===== src/design/tmut_pkg.sv =====
`timescale 1ns / 1ps
`default_nettype none
// ----------------------------------------------------------------------------
// tmut_pkg
// Shared types and constants of the tick to microsecond timer.
// ----------------------------------------------------------------------------
package tmut_pkg;

   localparam int TMUT_WORD_W = 64;
   localparam int TMUT_DIV_W  = 16;
   localparam int TMUT_CNT_W  = 6;
   localparam int TMUT_ADDR_W = 3;

   // register index, taken from address bit 2
   localparam logic TMUT_REG_TICK_RATE = 1'b0;

   typedef struct packed {
      logic start;
      logic step;
   } tmut_ctl_type;

endpackage
`default_nettype wire


===== src/design/tmut_serial_adder.sv =====
`timescale 1ns / 1ps
`default_nettype none
// ----------------------------------------------------------------------------
// tmut_serial_adder
// Bit-serial adder / subtractor, least significant bit first.
// ----------------------------------------------------------------------------
module tmut_serial_adder
   import tmut_pkg::*;
(
   input  wire logic         clock,
   input  wire logic         reset,
   input  wire tmut_ctl_type ctl,
   input  wire logic         sub,
   input  wire logic         a_bit,
   input  wire logic         b_bit,
   output logic              sum_bit
);

   logic carry_ff;
   logic carry_in;
   logic cin;
   logic b_eff;

   always_comb begin
      cin      = ctl.start ? sub : carry_ff;
      b_eff    = b_bit ^ sub;
      sum_bit  = a_bit ^ b_eff ^ cin;
      carry_in = (a_bit & b_eff) | (a_bit & cin) | (b_eff & cin);
   end

   always_ff @(posedge clock) begin
      if (reset) begin
         carry_ff <= 1'b0;
      end else if (ctl.step) begin
         carry_ff <= carry_in;
      end
   end

endmodule
`default_nettype wire


===== src/design/tmut_serial_divider.sv =====
`timescale 1ns / 1ps
`default_nettype none
// ----------------------------------------------------------------------------
// tmut_serial_divider
// Restoring divider, one dividend bit in and one quotient bit out per cycle while step is high.
// ----------------------------------------------------------------------------
module tmut_serial_divider
   import tmut_pkg::*;
(
   input  wire logic                  clock,
   input  wire tmut_ctl_type          ctl,
   input  wire logic [TMUT_DIV_W-1:0] divisor,
   input  wire logic                  din,
   output logic                       q_bit
);

   logic [TMUT_DIV_W-1:0] rem_ff;
   logic [TMUT_DIV_W-1:0] rem_in;
   logic [TMUT_DIV_W-1:0] rem_base;
   logic [TMUT_DIV_W:0]   trial;
   logic [TMUT_DIV_W:0]   diff;

   always_comb begin
      rem_base = ctl.start ? '0 : rem_ff;
      trial    = {rem_base, din};
      diff     = trial - {1'b0, divisor};
      q_bit    = (trial >= {1'b0, divisor});
      rem_in   = q_bit ? diff[TMUT_DIV_W-1:0] : trial[TMUT_DIV_W-1:0];
   end

   always_ff @(posedge clock) begin
      if (ctl.step) begin
         rem_ff <= rem_in;
      end
   end

endmodule
`default_nettype wire


===== src/design/tick_to_microsecond_monotonic_timer.sv =====
`timescale 1ns / 1ps
`default_nettype none
// ----------------------------------------------------------------------------
// tick_to_microsecond_monotonic_timer
// Converts 64-bit tick counter samples into a wrapping microsecond total.
// ----------------------------------------------------------------------------
// One sample is worked on at a time. After the request transfer it goes
// through bit-serial subtraction for the tick difference, restoring division
// by the tick rate register (one quotient bit a cycle), bit-serial addition
// into the total and result hand-over; no new sample is taken before that
// hand-over. req_stall is high while a sample is in work, and stays high for
// as long as a finished result waits for the output register to free up. A
// tick rate of zero counts as one.
module tick_to_microsecond_monotonic_timer
   import tmut_pkg::*;
(
   input  wire logic                   clock,
   input  wire logic                   reset,
   input  wire logic                   req_valid,
   output logic                        req_stall,
   input  wire logic [63:0]            req_current_tick,
   output logic                        rsp_valid,
   input  wire logic                   rsp_stall,
   output logic [63:0]                 rsp_elapsed_usecs,
   input  wire logic                   psel,
   input  wire logic                   penable,
   input  wire logic                   pwrite,
   input  wire logic [TMUT_ADDR_W-1:0] paddr,
   input  wire logic [31:0]            pwdata,
   output logic [31:0]                 prdata,
   output logic                        pready
);

   typedef enum logic [2:0] {
      ST_IDLE,
      ST_SUB,
      ST_DIV,
      ST_ADD,
      ST_DONE
   } state_type;

   state_type              state_ff, state_in;
   logic [TMUT_CNT_W-1:0]  count_ff, count_in;
   logic                   started_ff, started_in;
   logic                   qnz_ff, qnz_in;
   logic [TMUT_WORD_W-1:0] now_ff, now_in;
   logic [TMUT_WORD_W-1:0] ref_ff, ref_in;
   logic [TMUT_WORD_W-1:0] work_ff, work_in;
   logic [TMUT_WORD_W-1:0] total_ff, total_in;
   logic                   rsp_valid_ff, rsp_valid_in;
   logic [TMUT_WORD_W-1:0] rsp_data_ff, rsp_data_in;
   logic [TMUT_DIV_W-1:0]  tpu_ff, tpu_in;

   logic [TMUT_DIV_W-1:0]  divisor;
   tmut_ctl_type           add_ctl;
   tmut_ctl_type           div_ctl;
   logic                   add_sub;
   logic                   add_a;
   logic                   add_b;
   logic                   add_sum;
   logic                   q_bit;
   logic                   last;
   logic                   req_xfer;
   logic                   csr_write;

   assign req_stall         = (state_ff != ST_IDLE);
   assign req_xfer          = req_valid & ~req_stall;
   assign rsp_valid         = rsp_valid_ff;
   assign rsp_elapsed_usecs = rsp_data_ff;
   assign pready            = 1'b1;
   assign prdata            = (paddr[2] == TMUT_REG_TICK_RATE) ?
                              {{(32-TMUT_DIV_W){1'b0}}, tpu_ff} : '0;
   assign csr_write         = psel & penable & pwrite & pready;
   assign divisor           = (tpu_ff == '0) ? {{(TMUT_DIV_W-1){1'b0}}, 1'b1} : tpu_ff;
   assign last              = (count_ff == {TMUT_CNT_W{1'b1}});

   tmut_serial_adder u_adder (
      .clock   (clock),
      .reset   (reset),
      .ctl     (add_ctl),
      .sub     (add_sub),
      .a_bit   (add_a),
      .b_bit   (add_b),
      .sum_bit (add_sum)
   );

   tmut_serial_divider u_divider (
      .clock   (clock),
      .ctl     (div_ctl),
      .divisor (divisor),
      .din     (work_ff[TMUT_WORD_W-1]),
      .q_bit   (q_bit)
   );

   always_comb begin
      state_in     = state_ff;
      count_in     = count_ff;
      started_in   = started_ff;
      qnz_in       = qnz_ff;
      now_in       = now_ff;
      ref_in       = ref_ff;
      work_in      = work_ff;
      total_in     = total_ff;
      rsp_valid_in = rsp_valid_ff;
      rsp_data_in  = rsp_data_ff;
      tpu_in       = tpu_ff;

      add_ctl.start = (count_ff == '0);
      add_ctl.step  = (state_ff == ST_SUB) || (state_ff == ST_ADD);
      div_ctl.start = (count_ff == '0);
      div_ctl.step  = (state_ff == ST_DIV);
      add_sub       = (state_ff == ST_SUB);
      add_a         = (state_ff == ST_SUB) ? now_ff[0] : total_ff[0];
      add_b         = (state_ff == ST_SUB) ? ref_ff[0] : work_ff[0];

      if (csr_write && (paddr[2] == TMUT_REG_TICK_RATE)) begin
         tpu_in = pwdata[TMUT_DIV_W-1:0];
      end

      if (rsp_valid_ff && !rsp_stall) begin
         rsp_valid_in = 1'b0;
      end

      if (state_ff != ST_IDLE && state_ff != ST_DONE) begin
         count_in = count_ff + 1'b1;
      end

      case (state_ff)
         ST_IDLE: begin
            if (req_xfer) begin
               now_in   = req_current_tick;
               qnz_in   = 1'b0;
               count_in = '0;
               state_in = ST_SUB;
               if (!started_ff) begin
                  ref_in     = req_current_tick;
                  started_in = 1'b1;
               end
            end
         end
         ST_SUB: begin
            // difference formed lsb first, both operands rotate back in place
            now_in  = {now_ff[0], now_ff[TMUT_WORD_W-1:1]};
            ref_in  = {ref_ff[0], ref_ff[TMUT_WORD_W-1:1]};
            work_in = {add_sum, work_ff[TMUT_WORD_W-1:1]};
            if (last) begin
               state_in = ST_DIV;
            end
         end
         ST_DIV: begin
            work_in = {work_ff[TMUT_WORD_W-2:0], q_bit};
            qnz_in  = qnz_ff | q_bit;
            if (last) begin
               state_in = ST_ADD;
            end
         end
         ST_ADD: begin
            total_in = {add_sum, total_ff[TMUT_WORD_W-1:1]};
            work_in  = {1'b0, work_ff[TMUT_WORD_W-1:1]};
            if (last) begin
               state_in = ST_DONE;
               if (qnz_ff) begin
                  ref_in = now_ff;
               end
            end
         end
         ST_DONE: begin
            if (!rsp_valid_ff || !rsp_stall) begin
               rsp_valid_in = 1'b1;
               rsp_data_in  = total_ff;
               state_in     = ST_IDLE;
            end
         end
         default: begin
            state_in = ST_IDLE;
         end
      endcase
   end

   always_ff @(posedge clock) begin
      if (reset) begin
         state_ff     <= ST_IDLE;
         count_ff     <= '0;
         started_ff   <= 1'b0;
         qnz_ff       <= 1'b0;
         ref_ff       <= '0;
         total_ff     <= '0;
         rsp_valid_ff <= 1'b0;
         tpu_ff       <= {{(TMUT_DIV_W-1){1'b0}}, 1'b1};
      end else begin
         state_ff     <= state_in;
         count_ff     <= count_in;
         started_ff   <= started_in;
         qnz_ff       <= qnz_in;
         ref_ff       <= ref_in;
         total_ff     <= total_in;
         rsp_valid_ff <= rsp_valid_in;
         tpu_ff       <= tpu_in;
      end
      now_ff      <= now_in;
      work_ff     <= work_in;
      rsp_data_ff <= rsp_data_in;
   end

   // an accepted transfer starts the subtraction
   a_accept_starts: assert property (@(posedge clock) disable iff (reset)
      req_xfer |=> (state_ff == ST_SUB) && (count_ff == '0))
      else $error("accepted transfer did not start subtraction");

   // bit counter is at zero whenever no phase runs
   a_idle_count: assert property (@(posedge clock) disable iff (reset)
      (state_ff == ST_IDLE) |-> (count_ff == '0))
      else $error("bit counter not cleared in idle");

   // total stays zero until the first sample
   a_total_before_start: assert property (@(posedge clock) disable iff (reset)
      !started_ff |-> (total_ff == '0))
      else $error("total moved before first sample");

   // addition phase ends in result hand-over
   a_add_to_done: assert property (@(posedge clock) disable iff (reset)
      (state_ff == ST_ADD) && last |=> (state_ff == ST_DONE))
      else $error("addition phase did not end in hand-over");

endmodule
`default_nettype wire

===== config.mk =====
export PLATFORM = sky130hd
export DESIGN_NAME = tick_to_microsecond_monotonic_timer
export DESIGN_NICKNAME = d
export VERILOG_FILES = /design/src/design/tmut_pkg.sv /design/src/design/tmut_serial_adder.sv /design/src/design/tmut_serial_divider.sv /design/src/design/tick_to_microsecond_monotonic_timer.sv
export SDC_FILE = /design/constraint.sdc
export NUM_CORES = 1
export LEC_CHECK = 0
export BUFFER_PORTS_ARGS = -buffer_cell sky130_fd_sc_hd__buf_2
export CORE_ASPECT_RATIO = 0.8
export CORE_MARGIN = 2
export CORE_UTILIZATION = 55
export DETAILED_ROUTE_END_ITERATION = 8
export PLACE_DENSITY_LB_ADDON = 0.15
export REMOVE_ABC_BUFFERS = 1
export SYNTH_ARGS = -nofsm -noshare
export SYNTH_HDL_FRONTEND = slang
export SYNTH_SLANG_ARGS = --single-unit
export TNS_END_PERCENT = 5

===== constraint.sdc =====
create_clock -name clock -period 13.9 [get_ports clock]
set_input_delay 2.085 -clock clock [delete_from_list [all_inputs] [get_ports clock]]
set_output_delay 2.085 -clock clock [all_outputs]
set_load 0.01 [all_outputs]

# Word level (Yosys, flattened, before mapping)
# Cells that the tools add are included.
[word_totals] regBits=365 word_cells=93
[op_classes] add_sub_neg=2 n_lt_le_gt_ge=1 n_eq_ne=13 n_mux=29 n_bitwise=14 n_reduce_logical=21
[op_table] cell="case mux 64 bit (3 select lines)" count=2
[op_table] cell="two-way mux 64 bit" count=5
[op_table] cell="case mux 64 bit (2 select lines)" count=1
[op_table] cell="two-way mux 16 bit" count=4
[op_table] cell="two-way mux 6 bit" count=3
[op_table] cell=">= comparator 17 x 16 -> 1 bit" count=1
[op_table] cell="logical NOT 16 bit" count=1
[op_table] cell="subtractor 16 bit" count=1
[op_table] cell="two-way mux 3 bit" count=5
[op_table] cell="case mux 3 bit (5 select lines)" count=1
[op_table] cell="inequality test 2 bit (second input constant)" count=6
[op_table] cell="AND reduction 5 bit" count=2
[op_table] cell="nonzero test 3 bit" count=3
[op_table] cell="AND reduction 2 bit" count=4
[op_table] cell="two-way mux 1 bit" count=7
[op_table] cell="adder 6 x 1 -> 6 bit (second input constant)" count=1
[op_table] cell="bitwise AND 1 bit" count=6
[op_table] cell="== test 3 x 2 -> 1 bit (second input constant)" count=2
[op_table] cell="== test 6 bit (second input constant)" count=1
[op_table] cell="logical NOT 6 bit" count=1
[op_table] cell="nonzero test 2 bit" count=2
[op_table] cell="== test 3 x 1 -> 1 bit (second input constant)" count=1
[op_table] cell="== test 3 bit (second input constant)" count=1
[op_table] cell="logical AND 1 bit" count=3
[op_table] cell="other kinds (9)" count=16

# Depth between registers and ports, before layout
# Gate-level depths: netlist of the first run.
[depth] word_depth=6 ltp_mapped=16

# Modules after synthesis
# Synthesis of the first run repeated with hierarchy kept, for this count alone.
[unflattened] cells_unflattened=1525 area_unflattened_um2=16797.4
[modules_own_cells] mod="tick_to_microsecond_monotonic_timer" instances=1 cells_per_inst=1327 area_each_um2=14960.6 seq_area_each_um2=8888.5
[modules_own_cells] mod="tmut_serial_divider" instances=1 cells_per_inst=190 area_each_um2=1754.2 seq_area_each_um2=480.5
[modules_own_cells] mod="tmut_serial_adder" instances=1 cells_per_inst=8 area_each_um2=82.6 seq_area_each_um2=20.0

# Least setup slack after synthesis of the first run
# Ideal clock, no wire load.
[synth_timing] path_type="input to register" startpoint="input port req_valid" endpoint="register now_ff[0] (enable)" arrival_ps=6471 path_slack_ps=6864 stages=2 path_cell_list="nor2_1 nor3_1"
[synth_between] elab_chain_len=3
[synth_rtl] element="start, declared" line="tick_to_microsecond_monotonic_timer.sv:19" rtl="input wire logic req_valid,"
[synth_rtl] element="bitwise AND 1 bit" line="tick_to_microsecond_monotonic_timer.sv:67" rtl="assign req_xfer = req_valid & ~req_stall;"
[synth_rtl] element="inequality test 2 bit (no source line)"
[synth_rtl] element="AND reduction 2 bit (no source line)"
[synth_rtl] element="end signal, assigned" line="tick_to_microsecond_monotonic_timer.sv:200" rtl="now_ff <= now_in;"
[synth_rtl] element="end, declared" line="tick_to_microsecond_monotonic_timer.sv:46" rtl="logic [TMUT_WORD_W-1:0] now_ff, now_in;"
# No other way between the ends.
# A chain may end at the register's enable or synchronous reset.

# Worst setup path in the final report of the first run
[layout_timing] startpoint="input port paddr[2]" endpoint="output port prdata[10]"
[layout_between] elab_chain_len=1
[layout_rtl] element="start, declared" line="tick_to_microsecond_monotonic_timer.sv:28" rtl="input wire logic [TMUT_ADDR_W-1:0] paddr,"
[layout_rtl] element="two-way mux 16 bit" line="tick_to_microsecond_monotonic_timer.sv:71" rtl="assign prdata = (paddr[2] == TMUT_REG_TICK_RATE) ?"
[layout_rtl] element="end, declared" line="tick_to_microsecond_monotonic_timer.sv:30" rtl="output logic [31:0] prdata,"
# No other way between the ends.

==> run summary, run 1 <==
MIN PATH
------------------------------------------------------------------------------------------------------
Worst Hold Path EP ...................................................................... rsp_elapsed_usecs[56]$_DFFE_PP_
Hold-critical path depth ................................................................            0
Worst min-delay path class ..............................................................      reg2reg
Hold Path Origin ........................................................................ total_ff[56]$_SDFFE_PP0P_

CLOCK NETWORK
------------------------------------------------------------------------------------------------------
Later-pin clock latency in the skew report ..............................................      0.52 ns
Setup bufs post-CTS .....................................................................            0
Clock transition at the register clock pins on the worst setup and hold paths after CTS .      0.05 ns
Deepest clock path buffer count .........................................................            3
# resized after CTS .....................................................................            0
Clock buffers created by TritonCTS ......................................................           37
Total number of H-tree levels ...........................................................            2
Hold Buf Count CTS ......................................................................            0
CTS tree ................................................................................          yes
Clock tree root driver cell .............................................................    clkbuf_16
Clock tree sinks ........................................................................          365

SETUP PATH
------------------------------------------------------------------------------------------------------
Cell occurring most often along the worst timing path ...................................        buf_2
Worst Path Max Fanout ...................................................................           18
Required arrival time at the worst endpoint .............................................     11.81 ns
Slack of the worst reg-to-reg path ......................................................     10.07 ns
Startpoint of the worst-slack reg-to-reg timing path .................................... count_ff[0]$_SDFF_PP0_
Slowest stage cell on the critical path .................................................        buf_2
End of the worst register-to-register path .............................................. u_divider.rem_ff[3]$_DFFE_PP_
Cell breakdown of the critical path ..................................................... buf_2 -> nor2_1 -> buf_2
Setup CP Type ...........................................................................       in2out
Data arrival time at the worst-slack endpoint ...........................................      2.59 ns
Worst reg-to-reg path cell count ........................................................           12
Critical Path Start Type ................................................................   input port
Worst path max stage delay ..............................................................      0.28 ns
Critical path endpoint category ......................................................... primary output

YOSYS
------------------------------------------------------------------------------------------------------
Number of storage elements in the synthesis netlist .....................................          365
Number of enable flip-flop cells after synthesis ........................................          208
Top flip-flop cell by instance count after synthesis ....................................     edfxtp_1
Yosys warning total .....................................................................            0
Top cells by area, synth ................................................................ edfxtp_1 (39%), dfxtp_1 (20%), nand2_1 (9.0%)
Cell area after synthesis ...............................................................   16000 um^2
Most area-hungry cell type in the Yosys netlist .........................................     edfxtp_1
Synth unique cells ......................................................................           56
Portion of synthesized cell area occupied by the leading cell type ......................        39.0%
Most repeated cell in the gate-level netlist after synthesis ............................      nand2_1
Portion of the post-synthesis area used by sequential elements ..........................        58.6%
Mean instance size in the synthesized netlist ...........................................    10.2 um^2
Gate Count Post-Synth ...................................................................         1570
Leading post-synthesis cells by instance count .......................................... nand2_1 (385), edfxtp_1 (208), nor2_1 (166)
FFs w/ async S/R, synth .................................................................           0%

DETAILED ROUTING
------------------------------------------------------------------------------------------------------
Final WL ................................................................................      33.0 mm
Number of nets with antenna violations after routing ....................................            0
Wire per inst ...........................................................................      15.8 um
TritonRoute pass-1 iters ................................................................            5
Vias per cell ...........................................................................         5.42
Detailed-route via count ................................................................        11300
First-iteration detailed-routing DRC count ..............................................          854
Number of design rule violations left after detail routing ..............................            0

TIMING
------------------------------------------------------------------------------------------------------
Final-report hold violation count .......................................................            0
Setup_tns ...............................................................................         0 ns
Worst rel slew slack ....................................................................        33.7%
Clock period minus final worst setup slack ..............................................      4.67 ns
Max Fclk ................................................................................      214 MHz
Worst-Margin Slew .......................................................................     0.995 ns
Crit share post-route ...................................................................        33.6%
Max Transition Viols Final ..............................................................            0
Final count of negative-setup-slack endpoints ...........................................            0
Worst Clk Skew ..........................................................................    0.0141 ns
Post-Route Hold Slack ...................................................................     0.452 ns
Setup repair after global routing missed its margin .....................................        false

PLACE
------------------------------------------------------------------------------------------------------
Post-detail-place hpwl ..................................................................      20.3 mm
Weighted congestion at the end of routability-driven global placement ...................        0.799
IO buf count ............................................................................          169
Inst Count DP ...........................................................................         2018

FLOORPLAN
------------------------------------------------------------------------------------------------------
Row count ...............................................................................           55
Total die area ..........................................................................   30500 um^2
Die width ...............................................................................       195 um
Initial standard-cell utilization of the core ...........................................        56.3%
Core footprint ..........................................................................   28500 um^2
Die height ..............................................................................       157 um
Ports placed on the boundary ............................................................          205

FINISH
------------------------------------------------------------------------------------------------------
Final standard cell count with taps included and fillers excluded .......................         2089
Layout cell share with drive strength beyond 1 ..........................................        18.9%
Synthesis-to-layout area growth .........................................................        13.3%
Post-layout nets ........................................................................         1813
Number of fillers in the final layout ...................................................         2333

PWR
------------------------------------------------------------------------------------------------------
Static leakage ..........................................................................      6.86 nW
Switching part of the total power .......................................................        24.4%
Net Switching ...........................................................................   0.000592 W
Worst voltage drop across the vdd grid ..................................................  0.0000888 V
Logic gate share of total power .........................................................        11.1%
Flop pwr share ..........................................................................        51.0%
Clock group share of total power ........................................................        37.9%
Pint ....................................................................................    0.00184 W
P per Cell Area .........................................................................  134 nW/um^2

GRT
------------------------------------------------------------------------------------------------------
GRT Overall Usage .......................................................................        21.6%
Largest net degree at the start of global routing .......................................           79
Via count of the first global-routing pass ..............................................        10900
First-pass GRT wire length ..............................................................      54.3 mm
Initial antenna violation count .........................................................            7
Gr ovfl total ...........................................................................            0

FLOW RUN
------------------------------------------------------------------------------------------------------
Max cap viols ...........................................................................            0

STATUS
------------------------------------------------------------------------------------------------------
Result of the run .......................................................................    completed

critical path, delay by kind of cell:
kind | cells | cell delay (ns)
simple gates | 1 | 0.07
buf+inv | 2 | 0.43
through the flow:
stage | cell area [um^2] | power (W) | utilization, % | setup slack, ns
final | 18200 | 0.00243 | 63.7 | 9.23
after CTS | 18200 | 0.00245 | 63.7 | 9.23
after detailed placement | 17000 | 0.00153 | 59.8 | 9.23
after global placement | 17000 | 0.00152 | 59.8 | 9.24
after floorplan | 15600 | 0.00145 | - | 4.95
after global routing | 18200 | 0.00253 | 63.7 | 9.17
sequential cells by signal, summed over array words and instances (netlist names), 3 cells and up:
name,flops
state_ff,3
u_divider.rem_ff,16
count_ff,6
total_ff,64
work_ff,64
tpu_ff,16
now_ff,64
rsp_elapsed_usecs,64
ref_ff,64
power by group through the flow:
stage / clock [W] / sequential (W) / combinational (W)
after global placement: 0 / 0.00126 / 0.000262
after floorplan: 0 / 0.00125 / 0.000199
final: 0.000921 / 0.00124 / 0.000270
after global routing: 0.000983 / 0.00125 / 0.000305
after CTS: 0.000942 / 0.00124 / 0.000269
after detailed placement: 0 / 0.00126 / 0.000268
worst max path at each step:
stage                     cells after the start                     start               endpoint  slack (ns)
after floorplan                               5  state_ff[0]$_SDFFE_PP0P_  work_ff[63]$_DFFE_PP_        4.95
after global placement                        3                  paddr[2]             prdata[13]        9.24
after detailed placement                      3                  paddr[2]             prdata[13]        9.23
after CTS                                     3                  paddr[2]             prdata[13]        9.23
after global routing                          3                  paddr[2]              prdata[9]        9.17
final                                         3                  paddr[2]             prdata[10]        9.23
layer usage:
layer | share of wire, % | routed length, um | up-vias | global-route usage, %
met5 | 0.10 | 34 | - | 0
met4 | 1.6 | 516 | 6 | 5.23
met3 | 5.4 | 1770 | 46 | 4.33
met2 | 44 | 14600 | 247 | 33.8
met1 | 49 | 16000 | 5370 | 31.0
li1 | - | - | 5658 | -
cell type report:
type,instances,area (um^2),share of cell area (%)
Sequential cell,365,9390,51.7
Clock inverter,14,92.6,0.510
Inverter,25,93.8,0.517
Timing Repair Buffer,183,953,5.25
Clock buffer,53,1030,5.65
Tap cell,370,463,2.55
Antenna cell,4,10.0,0.0551
Multi-Input combinational cell,1075,6130,33.8
cells by family (layout without fill, tap and decap cells):
kind of cell / Yosys count / in the layout / synth area share [%]
compound gates: 270 / 270 / 10.2
xor+xnor: 14 / 14 / 0.765
fa+ha+maj: 20 / 20 / 1.65
buf+inv: 145 / 275 / 3.94
flops: 365 / 365 / 58.6
mux: 142 / 142 / 9.50
other cells: 2 / 21 / 0.0468
simple gates: 612 / 612 / 15.3
cells in the final DEF (no fill, tap or decap), drive strengths merged, types with 5 or more instances in the layout:
master / count
a21o: 7
mux2i: 69
clkinv: 13
nand3: 5
nor2b: 6
a211oi: 67
nand2b: 8
edfxtp: 208
and2: 14
dfxtp: 157
xnor2: 7
a21oi: 162
clkbuf: 53
conb: 17
nor2: 166
mux2: 73
ha: 18
buf: 183
inv: 26
nor3: 8
xor2: 7
nand2: 385
o21ai: 10
No activity file was read; power rests on OpenSTA's default activity.
==> inputs of run 2 (changes only) <==
- ABC_AREA: default -> 1
- clock period: 13.9 -> 4.32 ns (I/O delays scaled with it)
==> run 2 against run 1 <==
Non-clock buffer count rose by 1. Worst setup slack got worse by 8.3 ns. Largest power group unchanged. Worst hold slack got worse by 0.085 ns. Design area fell by 0.61%. Critical path type is now reg2reg.
==> run summary, run 2 <==
YOSYS
------------------------------------------------------------------------------------------------------
FFs w/ async S/R, synth .................................................................           0%   unchanged
Mean instance size in the synthesized netlist ...........................................    8.84 um^2   -13%
Number of storage elements in the synthesis netlist .....................................          365   unchanged
Portion of synthesized cell area occupied by the leading cell type ......................        39.1%   +0.16 points
Synth unique cells ......................................................................           41   -27%
Portion of the post-synthesis area used by sequential elements ..........................        58.8%   +0.23 points
Most repeated cell in the gate-level netlist after synthesis ............................      nand2_1
Most area-hungry cell type in the Yosys netlist .........................................     edfxtp_1
Number of enable flip-flop cells after synthesis ........................................          208   unchanged
Leading post-synthesis cells by instance count .......................................... nand2_1 (512), nor2_1 (249), edfxtp_1 (208)
Cell area after synthesis ...............................................................   16000 um^2   -0.40%
Top flip-flop cell by instance count after synthesis ....................................     edfxtp_1
Top cells by area, synth ................................................................ edfxtp_1 (39%), dfxtp_1 (20%), nand2_1 (12%)
Gate Count Post-Synth ...................................................................         1807   +15%
Yosys warning total .....................................................................            0   unchanged

CLOCK NETWORK
------------------------------------------------------------------------------------------------------
CTS tree ................................................................................          yes
Deepest clock path buffer count .........................................................            3   unchanged
# resized after CTS .....................................................................            0   unchanged
Clock buffers created by TritonCTS ......................................................           38   +2.7%
Later-pin clock latency in the skew report ..............................................      0.53 ns   about the same
Clock transition at the register clock pins on the worst setup and hold paths after CTS .      0.06 ns   about the same
Setup bufs post-CTS .....................................................................            0   unchanged
Clock tree root driver cell .............................................................    clkbuf_16
Clock tree sinks ........................................................................          365   unchanged
Total number of H-tree levels ...........................................................            2   unchanged
Hold Buf Count CTS ......................................................................            0   unchanged

DETAILED ROUTING
------------------------------------------------------------------------------------------------------
Number of nets with antenna violations after routing ....................................            0   unchanged
Wire per inst ...........................................................................      14.5 um   -8.5%
TritonRoute pass-1 iters ................................................................            5   unchanged
Number of design rule violations left after detail routing ..............................            0   unchanged
First-iteration detailed-routing DRC count ..............................................         1124   +32%
Final WL ................................................................................      33.7 mm   +2.1%
Vias per cell ...........................................................................         5.18   -4.4%
Detailed-route via count ................................................................        12100   +6.6%

TIMING
------------------------------------------------------------------------------------------------------
Final-report hold violation count .......................................................            0   unchanged
Crit share post-route ...................................................................        79.0%
Setup repair after global routing missed its margin .....................................        false
Setup_tns ...............................................................................         0 ns   unchanged
Clock period minus final worst setup slack ..............................................      3.41 ns
Max Fclk ................................................................................      293 MHz
Max Transition Viols Final ..............................................................            0   unchanged
Final count of negative-setup-slack endpoints ...........................................            0   unchanged
Worst-Margin Slew .......................................................................      1.03 ns   +0.0345 ns
Worst rel slew slack ....................................................................        31.3%   -2.4 points
Worst Clk Skew ..........................................................................    0.0233 ns   +0.00921 ns

FINISH
------------------------------------------------------------------------------------------------------
Most common library cell in the layout ignoring fill and taps ...........................      nand2_1
Layout Utilization ......................................................................        63.5%   -0.24 points
Synthesis-to-layout area growth .........................................................        13.0%
Highest-count cells in the layout ignoring fill and taps ................................ nand2_1 (511), nor2_1 (247), edfxtp_1 (208)
Post-layout nets ........................................................................         2055   +13%
Layout cell share with drive strength beyond 1 ..........................................        14.0%   -4.9 points

FLOORPLAN
------------------------------------------------------------------------------------------------------
Die width ...............................................................................       195 um   -0.19%
Die height ..............................................................................       156 um   -0.19%
Row count ...............................................................................           55   unchanged
Ports placed on the boundary ............................................................          205   unchanged
Total die area ..........................................................................   30400 um^2   -0.39%
Initial standard-cell utilization of the core ...........................................        56.2%   -0.088 points
Core footprint ..........................................................................   28400 um^2   -0.24%

GRT
------------------------------------------------------------------------------------------------------
Initial antenna violation count .........................................................            4   -3
Via count of the first global-routing pass ..............................................        11200   +2.4%
First-pass GRT wire length ..............................................................      54.9 mm   +1.1%
Largest net degree at the start of global routing .......................................          103   +30%
Gr ovfl total ...........................................................................            0   unchanged
GRT Overall Usage .......................................................................        21.8%   +0.24 points

SETUP PATH
------------------------------------------------------------------------------------------------------
Worst reg-to-reg path cell count ........................................................           15   +3
Setup CP Type ...........................................................................      reg2reg
Startpoint of the worst-slack reg-to-reg timing path .................................... count_ff[0]$_SDFF_PP0_
Required arrival time at the worst endpoint .............................................      4.58 ns   -7.23 ns
Critical path endpoint category .........................................................    flip-flop
Critical Path Start Type ................................................................    flip-flop
Worst Path Max Fanout ...................................................................           28   +10
Start point of the critical path ........................................................ count_ff[0]$_SDFF_PP0_
Data arrival time at the worst-slack endpoint ...........................................      3.68 ns   +1.09 ns
Slack of the worst reg-to-reg path ......................................................      0.91 ns   -9.16 ns
End point of the critical path .......................................................... u_divider.rem_ff[10]$_DFFE_PP_
End of the worst register-to-register path .............................................. u_divider.rem_ff[10]$_DFFE_PP_

MIN PATH
------------------------------------------------------------------------------------------------------
Worst min-delay path class ..............................................................       in2reg

FLOW RUN
------------------------------------------------------------------------------------------------------
Max cap viols ...........................................................................            0   unchanged

PLACE
------------------------------------------------------------------------------------------------------
IO buf count ............................................................................          169   unchanged
Post-detail-place hpwl ..................................................................      20.3 mm   +0.16%
Weighted congestion at the end of routability-driven global placement ...................        0.879   +10%

STATUS
------------------------------------------------------------------------------------------------------
Result of the run .......................................................................    completed

PWR
------------------------------------------------------------------------------------------------------
Worst voltage drop across the vdd grid ..................................................   0.000531 V   +500%
Static leakage ..........................................................................      7.79 nW   +14%
P per Cell Area .........................................................................  771 nW/um^2   +480%

==> run 2: worst min path at each step <==
stage / start / endpoint / slack [ns] / cells past startpoint
finish: pwdata[0] / tpu_ff[0]$_SDFFE_PP1P_ / 0.37 / 3
global route: reset / rsp_valid$_SDFF_PP0_ / 0.38 / 2
CTS: pwdata[0] / tpu_ff[0]$_SDFFE_PP1P_ / 0.35 / 3
detailed placement: total_ff[32]$_SDFFE_PP0P_ / rsp_elapsed_usecs[32]$_DFFE_PP_ / 0.44 / 0
global placement: total_ff[43]$_SDFFE_PP0P_ / rsp_elapsed_usecs[43]$_DFFE_PP_ / 0.43 / 0
floorplan: total_ff[10]$_SDFFE_PP0P_ / rsp_elapsed_usecs[10]$_DFFE_PP_ / 0.43 / 0
==> run 2: per-stage QoR <==
| step | cell area, um^2 | total power, W | hold WS [ns] | cells | setup WS [ns] |
|---|---|---|---|---|---|
| floorplan | 15400 | 0.00947 | 0.426 | 1705 | 0.167 |
| global placement | 16800 | 0.0106 | 0.433 | 2259 | 1.03 |
| detailed placement | 16800 | 0.0108 | 0.435 | 2259 | 1.01 |
| CTS | 18000 | 0.0140 | 0.347 | 2329 | 0.975 |
| global route | 18000 | 0.0149 | 0.377 | 2329 | 0.690 |
| finish | 18000 | 0.0139 | 0.366 | 2330 | 0.909 |
==> run 2: power by group <==
| part | internal (W) | total (W) | switching [W] |
|---|---|---|---|
| registers | 0.00534 | 0.00584 | 0.000507 |
| clock network | 0.00185 | 0.00317 | 0.00132 |
| logic | 0.00155 | 0.00490 | 0.00335 |
| total | 0.00873 | 0.0139 | 0.00518 |
==> run 2: cells by family (layout without fill, tap and decap cells) <==
logic type      Yosys count  after routing  share of synthesized area, %
other cells               2             18                        0.0470
fa+ha+maj                20             20                          1.66
flops                   365            365                          58.8
compound gates          328            328                          11.3
xor+xnor                 13             13                         0.713
simple gates            833            833                          20.5
buf+inv                 246            383                          7.06
==> run 2: area by class of cell <==
class	count	area, um^2
tap	370	463
clock inverter	16	153
fill	2393	10400
sequential	365	9390
timing repair buffer	184	958
clock buffer	54	1060
antenna	1	2.50
inverter	129	488
multi-input combinational	1211	5530
==> run 2: per-layer routing <==
layer	global-route usage [%]	up-vias	part of all wire [%]
met5	0	-	0.062
met4	4.95	4	1.2
met3	3.99	41	6.1
met2	34.0	336	44
met1	31.8	5530	49
li1	-	6161	-
==> run 2: critical path, cell delays in order (launching register included) <==
cell      delay [ns]
dfxtp_1         0.35
inv_1           0.07
ha_1            0.16
nand4_2         0.51
nand2_1         0.20
inv_1           0.07
ha_1            0.36
a21oi_1         0.26
nand2_1         0.08
nand3b_2        0.25
nand2_2         0.12
nand2_2         0.08
nand2_4         0.28
inv_1           0.20
nand2_1         0.11
nand2_1         0.06
==> inputs of run 3 (changes only) <==
- CORE_UTILIZATION: 55 -> 52
- clock period: 4.32 -> 3.1 ns (I/O delays scaled with it)
==> run 3 against run 2 <==
Total power rose by 42%. Utilization fell by 3.4 points. Combinational power rose by 46%. Wire length grew 1.1%. Global-route usage shrank 0.65 points. Via count up 0.44%. Largest power group unchanged. Clock-buffer cell count is 5 lower. Sequential cell count stayed put. Worst hold slack got worse by 0.20 ns.
==> run summary, run 3 (synthesized netlist as in run 2, its figures left out) <==
STATUS
------------------------------------------------------------------------------------------------------
Result of the run .......................................................................    completed

FINISH
------------------------------------------------------------------------------------------------------
Number of fillers in the final layout ...................................................         2651   +11%
Layout Utilization ......................................................................        60.2%   -3.4 points
Layout cell share with drive strength beyond 1 ..........................................        14.5%   +0.42 points
Most common library cell in the layout ignoring fill and taps ...........................      nand2_1
Layout Cell Area excl Fill ..............................................................   18200 um^2   +1.0%
Highest-count cells in the layout ignoring fill and taps ................................ nand2_1 (511), nor2_1 (247), edfxtp_1 (208)
Synthesis-to-layout area growth .........................................................        14.2%
Post-layout nets ........................................................................         2062   +0.34%

PLACE
------------------------------------------------------------------------------------------------------
Weighted congestion at the end of routability-driven global placement ...................        0.848   -3.5%
IO buf count ............................................................................          169   unchanged
Pre-CTS worst setup slack ...............................................................     0.263 ns   -0.743 ns
Post-detail-place hpwl ..................................................................      20.4 mm   +0.36%
Instance area after placement ...........................................................   17000 um^2   +0.97%

GRT
------------------------------------------------------------------------------------------------------
First-pass GRT wire length ..............................................................      55.7 mm   +1.5%
Initial antenna violation count .........................................................            5   +1
Gr ovfl total ...........................................................................            0   unchanged
Met1 usage in global routing ............................................................        30.7%   -1.1 points
Met3 Usage GRT ..........................................................................        4.77%   +0.78 points
Largest net degree at the start of global routing .......................................          103   unchanged
GRT Overall Usage .......................................................................        21.1%   -0.65 points
Layer carrying the most global-route usage ..............................................         met2
GR met2 Demand/Resource .................................................................        32.5%   -1.6 points
Via count of the first global-routing pass ..............................................        11100   -0.15%

CLOCK NETWORK
------------------------------------------------------------------------------------------------------
Clock tree sinks ........................................................................          365   unchanged
Deepest clock path buffer count .........................................................            3   unchanged
Clock transition at the register clock pins on the worst setup and hold paths after CTS .      0.07 ns   about the same
Clock buffers created by TritonCTS ......................................................           37   -2.6%
Setup bufs post-CTS .....................................................................            0   unchanged
Later-pin clock latency in the skew report ..............................................      0.52 ns   about the same
CTS tree ................................................................................          yes
Clock tree root driver cell .............................................................    clkbuf_16
Total number of H-tree levels ...........................................................            2   unchanged

MIN PATH
------------------------------------------------------------------------------------------------------
Hold-critical path depth ................................................................            3   unchanged
Worst Hold Path EP ...................................................................... tpu_ff[0]$_SDFFE_PP1P_
Hold Path Origin ........................................................................    pwdata[0]
Worst min-delay path class ..............................................................       in2reg

TIMING
------------------------------------------------------------------------------------------------------
Crit share post-route ...................................................................        93.7%   +15 points
Worst-Margin Slew .......................................................................      1.00 ns   -0.0252 ns
Final count of negative-setup-slack endpoints ...........................................            0   unchanged
Max Transition Viols Final ..............................................................            0   unchanged
Post-Route Hold Slack ...................................................................     0.165 ns   -0.201 ns
Max Fclk ................................................................................      344 MHz   +17%
Final-report hold violation count .......................................................            0   unchanged
Clock period minus final worst setup slack ..............................................      2.90 ns   -0.507 ns
Post-route worst setup slack ............................................................     0.196 ns   -0.713 ns
Worst rel slew slack ....................................................................        33.0%   +1.8 points
Setup_tns ...............................................................................         0 ns   unchanged
Worst Clk Skew ..........................................................................    0.0141 ns   -0.00922 ns
Setup repair after global routing missed its margin .....................................        false

DETAILED ROUTING
------------------------------------------------------------------------------------------------------
TritonRoute pass-1 iters ................................................................            5   unchanged
Number of nets with antenna violations after routing ....................................            0   unchanged
Final WL ................................................................................      34.1 mm   +1.1%
First-iteration detailed-routing DRC count ..............................................         1052   -6.4%
Number of design rule violations left after detail routing ..............................            0   unchanged
Detailed-route via count ................................................................        12100   +0.44%
Vias per cell ...........................................................................         5.09   -1.7%
Wire per inst ...........................................................................      14.3 um   -1.0%

FLOORPLAN
------------------------------------------------------------------------------------------------------
Row count ...............................................................................           57   +3.6%
Ports placed on the boundary ............................................................          205   unchanged
Total die area ..........................................................................   32100 um^2   +5.6%
Initial standard-cell utilization of the core ...........................................        52.7%   -3.5 points
Core footprint ..........................................................................   30300 um^2   +6.6%
Die height ..............................................................................       161 um   +2.8%
Die width ...............................................................................       200 um   +2.8%

SETUP PATH
------------------------------------------------------------------------------------------------------
Startpoint of the worst-slack reg-to-reg timing path .................................... count_ff[0]$_SDFF_PP0_
Setup CP Type ...........................................................................      reg2reg
Worst reg-to-reg path cell count ........................................................           14   -1
Required arrival time at the worst endpoint .............................................      3.38 ns   -1.20 ns
Critical path endpoint category .........................................................    flip-flop
Data arrival time at the worst-slack endpoint ...........................................      3.18 ns   -0.50 ns
End of the worst register-to-register path .............................................. u_divider.rem_ff[14]$_DFFE_PP_
Critical Path Start Type ................................................................    flip-flop
Worst Path Max Fanout ...................................................................           18   -36%
Slack of the worst reg-to-reg path ......................................................      0.20 ns   -0.71 ns

PWR
------------------------------------------------------------------------------------------------------
Switching part of the total power .......................................................        36.9%   -0.35 points
P per Cell Area ......................................................................... 1080 nW/um^2   +41%
Logic gate share of total power .........................................................        36.1%   +0.9 points
Clock group share of total power ........................................................        22.7%   about the same
Worst voltage drop across the vdd grid ..................................................   0.000642 V   +21%
Flop pwr share ..........................................................................        41.2%   -0.8 points
Pint ....................................................................................     0.0125 W   +43%
Net Switching ...........................................................................    0.00730 W   +41%
Static leakage ..........................................................................      7.85 nW   +0.74%

FLOW RUN
------------------------------------------------------------------------------------------------------
Max cap viols ...........................................................................            0   unchanged

==> run 3: cell count changes in the layout (fill, tap and decap cells not counted), sizes merged <==
cell | previous run | this run
diode | 1 | 3
bufinv | 2 | 4
inv | 126 | 127
buf | 184 | 192
clkbuf | 54 | 49
==> run 3: repair_timing <==
item,4_1_cts,5_1_grt
hold buffers,0,0
endpoints found under the setup margin,0,2
gates resized for setup,0,1
==> run 3: layout make-up <==
type / instances / area, um^2 / area share (%)
diodes: 3 / 7.51 / 0.0412
clock buffers: 49 / 1000 / 5.49
clock inverters: 19 / 223 / 1.22
inverters: 129 / 488 / 2.68
multi-input cells: 1211 / 5540 / 30.4
flip-flops and latches: 365 / 9390 / 51.5
well taps: 413 / 517 / 2.83
repair buffers: 192 / 1070 / 5.86
==> run 3: worst max-delay path by stage <==
| stage | start | to | slack, ns | depth (start not counted) |
|---|---|---|---|---|
| 4_1_cts | count_ff[0]$_SDFF_PP0_ | u_divider.rem_ff[14]$_DFFE_PP_ | 0.25 | 14 |
| 3_5_place_dp | count_ff[0]$_SDFF_PP0_ | u_divider.rem_ff[14]$_DFFE_PP_ | 0.26 | 14 |
| 2_1_floorplan | state_ff[1]$_SDFFE_PP0P_ | state_ff[0]$_SDFFE_PP0P_ | -1.05 | 8 |
| 5_1_grt | count_ff[0]$_SDFF_PP0_ | u_divider.rem_ff[12]$_DFFE_PP_ | 0.003 | 17 |
| 6_report | count_ff[0]$_SDFF_PP0_ | u_divider.rem_ff[14]$_DFFE_PP_ | 0.20 | 14 |
| 3_3_place_gp | count_ff[0]$_SDFF_PP0_ | u_divider.rem_ff[14]$_DFFE_PP_ | 0.31 | 14 |
==> run 3: layer usage <==
metal / wire length, um / vias up / part of all wire, %
li1: - / 6183 / -
met1: 16600 / 5564 / 49
met2: 14900 / 328 / 44
met3: 2120 / 44 / 6.2
met4: 469 / 6 / 1.4
met5: 41 / - / 0.12
==> run 3: worst max-delay path, stage by stage, from the launching register on <==
cell and delay, ns:
dfxtp_1 0.40, inv_1 0.06, ha_1 0.20, nand4_2 0.07
buf_4 0.26, nand2_1 0.14, fa_1 0.50, nor2_1 0.16
nor2_1 0.10, o21ai_1 0.28, nand3_1 0.18, nand3_1 0.12
nand2_1 0.06, nand2_1 0.06, nand2_1 0.05
==> run 3: per-stage QoR <==
step	cells	power (W)
after floorplan	1705	0.0132
after global placement	2310	0.0151
after detailed placement	2310	0.0154
after CTS	2378	0.0199
after global routing	2378	0.0213
final	2381	0.0198
==> run 3: power groups by stage <==
| stage | Clock (W) | Combinational (W) | Sequential (W) |
|---|---|---|---|
| global route | 0.00477 | 0.00822 | 0.00834 |
| CTS | 0.00458 | 0.00719 | 0.00814 |
| detailed placement | 0 | 0.00715 | 0.00822 |
| finish | 0.00449 | 0.00714 | 0.00815 |
| global placement | 0 | 0.00695 | 0.00817 |
| floorplan | 0 | 0.00510 | 0.00809 |
